File: src/sv/gaussian_exp_table_interp_core_assert.svh
// Assertion macros used by the RTL of the gaussian table core.
`ifndef GAUSSIAN_EXP_TABLE_INTERP_CORE_ASSERT_SVH
`define GAUSSIAN_EXP_TABLE_INTERP_CORE_ASSERT_SVH

// Clocked check, quiet while reset is held.
`define GEXP_ASSERT(lbl, prop, msg) \
    lbl: assert property (@(posedge aclk) disable iff (!aresetn) prop) else $error(msg);

// Clocked check, also active during reset.
`define GEXP_ASSERT_ALWAYS(lbl, prop, msg) \
    lbl: assert property (@(posedge aclk) prop) else $error(msg);

`endif

File: src/sv/gexp_pkg.sv
package gexp_pkg;

    localparam int TABLE_ENTRIES = 100;

    localparam int X_W     = 16;
    localparam int Y_W     = 16;
    localparam int MAG_W   = X_W + 1;
    localparam int P_W     = MAG_W + 5;
    localparam int FRAC_W  = 12;
    localparam int IDX_W   = $clog2(TABLE_ENTRIES);
    localparam int VAL_W   = 16;
    localparam int SLOPE_W = 11;
    localparam int PROD_W  = FRAC_W + SLOPE_W + 1;

    localparam logic [P_W-1:0]    P_LIMIT    = P_W'(TABLE_ENTRIES * (1 << FRAC_W));
    localparam logic [PROD_W-1:0] ROUND_HALF = PROD_W'(1 << (FRAC_W - 1));
    localparam logic [Y_W-1:0]    Y_ONE      = Y_W'(1 << (Y_W - 1));

    // exp(-1/800) in Q31, rounded half up
    localparam logic [63:0] Q1_Q31   = 64'd2144800970;
    localparam logic [63:0] HALF_Q31 = 64'd1 << 30;
    localparam logic [63:0] ONE_Q31  = 64'd1 << 31;

    typedef logic [63:0]        work_rom_t  [TABLE_ENTRIES];
    typedef logic [VAL_W-1:0]   val_rom_t   [TABLE_ENTRIES];
    typedef logic [SLOPE_W-1:0] slope_rom_t [TABLE_ENTRIES];

    // Q31 samples of exp(-x*x/2) at x = 0.05*i, by the running product v(i) = v(i-1)*r
    function automatic work_rom_t build_work_rom();
        work_rom_t  rom;
        logic [63:0] v;
        logic [63:0] r;
        logic [63:0] q2;
        int          i;
        q2 = (Q1_Q31 * Q1_Q31 + HALF_Q31) >> 31;
        v  = ONE_Q31;
        r  = Q1_Q31;
        for (i = 0; i < TABLE_ENTRIES; i++) begin
            if (i > 0) begin
                v = (v * r + HALF_Q31) >> 31;
                r = (r * q2 + HALF_Q31) >> 31;
            end
            rom[i] = v;
        end
        return rom;
    endfunction

    localparam work_rom_t WORK_ROM = build_work_rom();

    function automatic val_rom_t build_val_rom();
        val_rom_t rom;
        int       i;
        for (i = 0; i < TABLE_ENTRIES; i++) begin
            rom[i] = VAL_W'((WORK_ROM[i] + 64'd32768) >> 16);
        end
        return rom;
    endfunction

    // slope magnitude prescaled by the 0.05 interval width
    function automatic slope_rom_t build_slope_rom();
        slope_rom_t rom;
        int         i;
        for (i = 0; i < TABLE_ENTRIES; i++) begin
            rom[i] = SLOPE_W'((64'(i) * WORK_ROM[i] + 64'd13107200) / 64'd26214400);
        end
        return rom;
    endfunction

    localparam val_rom_t   VAL_ROM   = build_val_rom();
    localparam slope_rom_t SLOPE_ROM = build_slope_rom();

endpackage

File: src/sv/gexp_interp.sv
module gexp_interp
    import gexp_pkg::*;
(
    input  logic signed [X_W-1:0] x_value,
    output logic        [Y_W-1:0] gauss_value
);

    logic [MAG_W-1:0]   mag;
    logic [P_W-1:0]     p;
    logic               in_range;
    logic [IDX_W-1:0]   idx;
    logic [FRAC_W-1:0]  frac;
    logic [VAL_W-1:0]   val;
    logic [SLOPE_W-1:0] slope;
    logic [PROD_W-1:0]  prod;
    logic [VAL_W-1:0]   dec;

    always_comb begin
        mag      = x_value[X_W-1] ? MAG_W'(-MAG_W'(x_value)) : MAG_W'(x_value);
        p        = (P_W'(mag) << 4) + (P_W'(mag) << 2);
        in_range = p < P_LIMIT;
        idx      = in_range ? p[FRAC_W +: IDX_W] : '0;
        frac     = p[FRAC_W-1:0];
        val      = VAL_ROM[idx];
        slope    = SLOPE_ROM[idx];
        prod     = PROD_W'(frac) * PROD_W'(slope) + ROUND_HALF;
        dec      = VAL_W'(prod[PROD_W-1:FRAC_W]);
        if (!in_range || dec >= val) begin
            gauss_value = '0;
        end else begin
            gauss_value = Y_W'(val - dec);
        end
    end

endmodule

File: src/sv/gaussian_exp_table_interp_core.sv
// channel   | direction | tdata (lowest bit up)           | tuser / tlast
// s_axis    | in        | [15:0] x_value, signed Q4.12     | none
// m_axis    | out       | [15:0] gauss_value, Q1.15        | none
//
// One item per cycle sustained while m_tready does not stall the output.
// The lookup and multiply-add sit between the input register and the result register.
// aresetn is synchronous, active low, and empties both registers.
// A stall on m_tready holds the result; an empty input register still takes one more item.
`include "gaussian_exp_table_interp_core_assert.svh"

module gaussian_exp_table_interp_core
    import gexp_pkg::*;
(
    input  logic           aclk,
    input  logic           aresetn,
    input  logic           s_tvalid,
    output logic           s_tready,
    input  logic [X_W-1:0] s_tdata,   // [15:0] x_value
    output logic           m_tvalid,
    input  logic           m_tready,
    output logic [Y_W-1:0] m_tdata    // [15:0] gauss_value
);

    logic                  in_valid_reg;
    logic signed [X_W-1:0] x_value_reg;
    logic                  m_tvalid_reg;
    logic [Y_W-1:0]        gauss_value_reg;
    logic [Y_W-1:0]        gauss_value;
    logic                  advance;

    assign advance  = !m_tvalid_reg || m_tready;
    assign s_tready = !in_valid_reg || advance;
    assign m_tvalid = m_tvalid_reg;
    assign m_tdata  = gauss_value_reg;

    gexp_interp u_interp (
        .x_value     (x_value_reg),
        .gauss_value (gauss_value)
    );

    always_ff @(posedge aclk) begin
        if (!aresetn) begin
            in_valid_reg <= 1'b0;
            m_tvalid_reg <= 1'b0;
        end else begin
            if (s_tready) begin
                in_valid_reg <= s_tvalid;
            end
            if (advance) begin
                m_tvalid_reg <= in_valid_reg;
            end
        end
    end

    always_ff @(posedge aclk) begin
        if (s_tready && s_tvalid) begin
            x_value_reg <= $signed(s_tdata);
        end
        if (advance && in_valid_reg) begin
            gauss_value_reg <= gauss_value;
        end
    end

    `GEXP_ASSERT(a_in_hold, in_valid_reg && !advance |=> in_valid_reg, "input item lost")
    `GEXP_ASSERT(a_in_load, s_tvalid && s_tready |=> in_valid_reg, "transfer not captured")
    `GEXP_ASSERT(a_out_load, in_valid_reg && advance |=> m_tvalid_reg, "result not produced")
    `GEXP_ASSERT(a_zero_arg, in_valid_reg && advance && x_value_reg == '0 |=> m_tdata == Y_ONE, "exp(0) is not one")
    `GEXP_ASSERT(a_range, m_tvalid |-> m_tdata <= Y_ONE, "result above one")

endmodule

File: config.mk
export PLATFORM = sky130hd
export DESIGN_NAME = gaussian_exp_table_interp_core
export DESIGN_NICKNAME = d
export VERILOG_FILES = /design/src/sv/gexp_pkg.sv /design/src/sv/gexp_interp.sv /design/src/sv/gaussian_exp_table_interp_core.sv
export VERILOG_INCLUDE_DIRS = /design/src /design/src/sv
export SDC_FILE = /design/constraint.sdc
export NUM_CORES = 1
export LEC_CHECK = 0
export BUFFER_PORTS_ARGS = -buffer_cell sky130_fd_sc_hd__buf_2
export CORE_MARGIN = 1.5
export CORE_UTILIZATION = 35
export CTS_BUF_LIST = sky130_fd_sc_hd__clkbuf_8
export DETAILED_ROUTE_END_ITERATION = 10
export PLACE_DENSITY = 0.51
export SYNTH_ARGS = -nofsm -noshare
export SYNTH_HDL_FRONTEND = slang
export SYNTH_HIERARCHICAL = 1
export SYNTH_SLANG_ARGS = --single-unit
File: constraint.sdc
create_clock -name aclk -period 17.3 [get_ports aclk]
set_clock_uncertainty 0.05 [all_clocks]
set_input_delay 2.595 -clock aclk [delete_from_list [all_inputs] [get_ports aclk]]
set_output_delay 2.595 -clock aclk [all_outputs]
set_load 0.02 [all_outputs]
# After elaboration in Yosys (flattened, before gate mapping)
# Memories as Yosys holds them, arrays and structs flattened.
# Index checks and enable logic that the tools add are counted.
[word_totals]
mem_count = 2
reg_bits = 34
word_cells = 29
output_inout_bits = 18
romBits = 3456
input_bits = 20
[op_classes]
add_sub_neg = 4
magnitude_cmp = 3
muxes = 6
bitwise = 1
reduce_logical = 8
multipliers = 1
[memory_table]
columns = ["memory", "words", "width", "rd", "rd_ports_with_merged_regs", "write_ports", "line_no", "rtl"]
rows = [
  ["(name not given)", 128, 16, 1, 0, 0, "gexp_interp.sv:24", "val = VAL_ROM[idx];"],
  ["(name not given)", 128, 11, 1, 0, 0, "gexp_interp.sv:25", "slope = SLOPE_ROM[idx];"],
]
[op_table]
columns = ["operator", "count"]
rows = [
  ["2-to-1 mux 16 bit", 2],
  ["adder 23 x 12 -> 24 bit (second input constant)", 1],
  ["multiplier 12 x 11 -> 23 bit", 1],
  ["adder 21 x 19 -> 22 bit", 1],
  ["< comparator 22 x 19 -> 1 bit (second input constant)", 1],
  ["2-to-1 mux 11 bit", 2],
  ["2-to-1 mux 17 bit", 1],
  ["negator 16 -> 17 bit", 1],
  [">= comparator 12 x 16 -> 1 bit", 1],
  ["subtractor 16 x 12 -> 16 bit", 1],
  [">= comparator 8 bit (second input constant)", 1],
  ["NOT 7 -> 8 bit", 1],
  ["2-to-1 mux 7 bit", 1],
  ["zero test 1 bit", 3],
  ["logical OR 1 bit", 3],
  ["logical AND 1 bit", 2],
]

# Longest topological paths before layout
[depth]
word_depth = 13
depth_mapped = 62
ltp_nobuf = 56

# Hierarchy
# The synthesis kept the hierarchy.
[by_module_without_submodules]
columns = ["mod", "cells_per_inst", "seq_area_each_um2", "instances", "area_each_um2"]
rows = [
  ["gexp_interp", 1252, 0.0, 1, 9023.7],
  ["gaussian_exp_table_interp_core", 41, 1001.0, 1, 1064.8],
]

# Worst setup path after synthesis
# No wires, ideal clock.
[synth_timing]
kind = "register to register"
start = "reg x_value_reg[15]"
end = "reg gauss_value_reg[6] (netlist: m_tdata[6]), data pin"
setup_time_ns = 0.274
t_required_ns = 16.976
stages_incl_launch_ff = 62
synth_period_minus_slack_ns = 13.573
arrival_time_ns = 13.249
slack_ns = 3.727
n_path_buf = 7
cell_sequence = "edfxtp_1 > buf_2 > buf_2 > buf_1 > nand2b_1 > xnor2_1 > ha_1 > inv_1 > fa_1 > nand2b_1 > a311oi_1 > o31ai_1 > a31o_2 > a2111o_1 > a21oi_1 > o32ai_2 > o211ai_1 > o21ai_0 > [... 26 more ...] > a21oi_1 > o21ai_0 > nand2b_1 > a21oi_1 > xor2_1 > ha_1 > a21boi_0 > o21ai_0 > a21boi_0 > o21ai_0 > a21oi_1 > o21ai_0 > a21oi_1 > o21ai_0 > a21oi_1 > nor4_4 > buf_2 > nor4_1"
[synth_via]
elab_chain_cells = 13
word_cells_on_any_way = 18
cone_classes = "add/sub (4); mul (1); order compare (2); mux (6); bitwise (1); reduce/logical (2); memory (2)"
[synth_rtl]
columns = ["item", "line_no", "rtl"]
rows = [
  ["from (decl)", "gaussian_exp_table_interp_core.sv:25", "logic signed [X_W-1:0] x_value_reg;"],
  ["from (signal assigned)", "gaussian_exp_table_interp_core.sv:57", "x_value_reg <= $signed(s_tdata);"],
  ["negator 16 -> 17 bit", "gexp_interp.sv:19", "mag = x_value[X_W-1] ? MAG_W'(-MAG_W'(x_value)) : MAG_W'(x_value);"],
  ["2-to-1 mux 17 bit *", "gexp_interp.sv:19", ""],
  ["adder 21 x 19 -> 22 bit *", "gexp_interp.sv:20", "p = (P_W'(mag) << 4) + (P_W'(mag) << 2);"],
  ["< comparator 22 x 19 -> 1 bit", "gexp_interp.sv:21", "in_range = p < P_LIMIT;"],
  ["2-to-1 mux 7 bit", "gexp_interp.sv:22", "idx = in_range ? p[FRAC_W +: IDX_W] : '0;"],
  ["NOT 7 -> 8 bit (not written as such)", "gexp_interp.sv:24, gexp_interp.sv:25", ""],
  ["memory (128 x 11 bit)", "-", ""],
  ["2-to-1 mux 11 bit (not written as such) (2 in series)", "gexp_interp.sv:25", ""],
  ["multiplier 12 x 11 -> 23 bit", "gexp_interp.sv:26", "prod = PROD_W'(frac) * PROD_W'(slope) + ROUND_HALF;"],
  ["adder 23 x 12 -> 24 bit", "gexp_interp.sv:26", ""],
  [">= comparator 12 x 16 -> 1 bit", "gexp_interp.sv:28", "if (!in_range || dec >= val) begin"],
  ["logical OR 1 bit", "gexp_interp.sv:28", ""],
  ["to (signal assigned)", "gaussian_exp_table_interp_core.sv:60", "gauss_value_reg <= gauss_value;"],
  ["to (decl)", "gaussian_exp_table_interp_core.sv:27", "logic [Y_W-1:0] gauss_value_reg;"],
]
# Every way passes the cells marked *; elsewhere a longest branch is shown, timed or not. The select of a mux whose other input is x is not followed.
# A chain may end at the register's enable or synchronous reset.

# Final worst setup path
[layout_timing]
start = "reg x_value_reg[0]"
end = "reg gauss_value_reg[3] (netlist: m_tdata[3]), data pin"
# The elaborated chain is that of the path after synthesis.

==> metrics.txt <==
via count=10,150; top post-synthesis cells by count=inv_1 (132), ha_1 (105), nor2_1 (104); Pre-antenna DRT Iters=7; setup tns final=0 ns; Mapped Nets=1,484; DRC viols=0; CTS tree=yes; clk_lat worst skew=0.30 ns; share of cells above drive strength 1=under 10%; DIE HEIGHT=172.8 um; Post-synth top flop=edfxtp_1; initial antenna violation count=0; fin. max-slew vios=0; CTS resizes=0; Final Hold Viols=0; drt wl/cell=21.29 um; area delta synth->final=6.102%; total clock buffers created by CTS=5; # H-tree levels=2; class of the most critical hold timing path=reg2reg; number of synthesized flops with an enable pin=32; Critical Path AT=~16 ns; worst path required time=17.26 ns; PortBufs=37; gpl congestion=1.006; Worst Tran Pin Value=1.155 ns; grt total ovfl=0; Via density=6.094; total core area=0.02809 mm2; vias in the first global route=9,748; Worst Setup End Kind=flop; crit path kind=reg2reg; Layout Cells excl Fill=1,665; RSZ-0062 raised after global routing=false; crit-path max cell delay=roughly 0.84 ns; first-pass GRT wire length=55.48 mm; row count=61; DP HPWL=26.53 mm; maxcap violations=0; CTS sink count=34; run status=completed; Clk pin slew, worst setup/hold paths=0.08 ns; setup bufs post-CTS=0; GRT Resource Usage Total=23.31%; Max Fclk=62.86 MHz; post-synth top area share=13.10%; Final period util=91.96%; Total Wirelength=35.45 mm; clk root buf=clkbuf_8; Worst path top cell family by delay=compound AO/OA/AOI/OAI gates; largest net degree at the start of global routing=41; Starting Density=35.92%; yosys warns=6; # diodes=0; slowest CP cell=nor4_1; Worst path most repeated cell=inv_1; CP max FO=16; Ports=38; Yosys cell types=105; die area=0.02985 mm2; fillers=2,985; Worst Setup Start Kind=flop; Synth area leader=fa_1; WP buf/inv=9; # setup viols final=0; ys async rst share=0%; Antenna Nets Post-Route=0; # nets final=~1,500; CTS hold repair buffers=0; Inst Count DP=roughly 1,700; #FFs+latches synth=34; Die W=172.8 um; initial DRC count=1,314; min cycle time layout=15.91 ns; clock tree buffer depth=2; Syn Inst Count=1,293; register area share after synthesis=around 9.9%; synthesized area per cell=7.802 um2; slew margin rel.=22.36%; top-count cell post-synth=inv_1; ranking of synthesized cells by area=fa_1 (13%), ha_1 (13%), edfxtp_1 (9.5%); cell area after synthesis=~0.010 mm2
## cells in the final DEF (no fill, tap or decap), types with 7 or more instances in the layout
master    netlist  final
o21a_1          7      7
or2_2           8      8
nor3_1         33     32
a211o_1        13     13
o31ai_1        15     15
ha_1          105    105
o22ai_1        16     16
nand4_1        12     12
fa_1           66     66
o221ai_1        7      7
a221oi_1       10     10
or3_1          13     13
nor2_1        104    103
a21o_1         13     13
a211oi_2        7      7
a31oi_1        23     23
xnor2_1        32     32
and3_1         12     12
a211oi_1       28     28
nand2_1        98     98
edfxtp_1       32     32
buf_2          26     37
xor2_1         12     12
o211ai_1       19     19
nor2b_1        17     17
buf_4           1     28
nand3_1        41     41
inv_1         132    133
a21oi_1        75     75
nand2b_1       18     18
nor4_1         15     15
mux2i_1        12     12
o21ai_0        57     56
and2_1         15     15
## through the flow
stage,utilization [%],hold WS [ns],worst slack [ns],cell area (um2)
5_1_grt,38.11,0.4956,0.1958,10700
3_3_place_gp,37.82,0.4708,1.801,10620
2_1_floorplan,-,0.4822,3.727,10090
6_report,38.11,0.4769,1.391,10700
3_5_place_dp,37.82,0.4709,1.593,10620
4_1_cts,38.11,0.4835,1.551,10700
## worst register-to-register path, delay by kind of cell (launching register included)
| kind | cells | cell delay, ns |
|---|---|---|
| buffers and inverters | 9 | 1.15 |
| muxes | 2 | 0.85 |
| adders and majority gates | 10 | 4.57 |
| DFF | 1 | 0.52 |
| and+or+nand+nor | 9 | 3.20 |
| AOI/OAI and AO/OA | 22 | 5.30 |
## cell type report
class                      instances  area (um2)  share of cell area (%)
clock buffer                       5       68.82                  0.6429
clock inverter                     3       12.51                  0.1169
inverter                         136       510.5                   4.769
multi-input combinational       1044        8243                   77.01
sequential                        34        1001                   9.351
tap                              378       473.0                   4.418
timing repair buffer              65       395.4                   3.694
## worst paths after layout
path	start	endpoint	slack, ns	cells after the start
hold reg to reg	m_tvalid	in_valid_reg	0.48	2
hold / removal	m_tvalid	in_valid_reg	0.48	2
setup / recovery	x_value_reg[0]	m_tdata[3]	1.39	52
setup reg to reg	x_value_reg[0]	m_tdata[3]	1.39	52
## logic make-up after synthesis
family	after synthesis	share of synthesized area [%]
multiplexers	14	1.526
AND/OR/NAND/NOR	427	22.08
adder cells (fa/ha/maj)	173	26.32
buffers and inverters	215	8.508
other	1	0.03717
flip-flops	34	9.922
XOR/XNOR	45	3.981
AO/OA/AOI/OAI	384	27.63
## metal layers
| metal | track usage (%) | share of wire (%) | vias to the layer above |
|---|---|---|---|
| met3 | 4.705 | 9.8 | 109 |
| met2 | 36.95 | 43 | 598 |
| li1 | - | - | 4718 |
| met1 | 31.15 | 43 | 4721 |
| met4 | 8.986 | 3.7 | 0 |
| met5 | 0 | 0 | - |
Power is left out: the tool's default activity adds up to more than one toggle a clock period on the data nets, which glitch-free logic cannot reach.
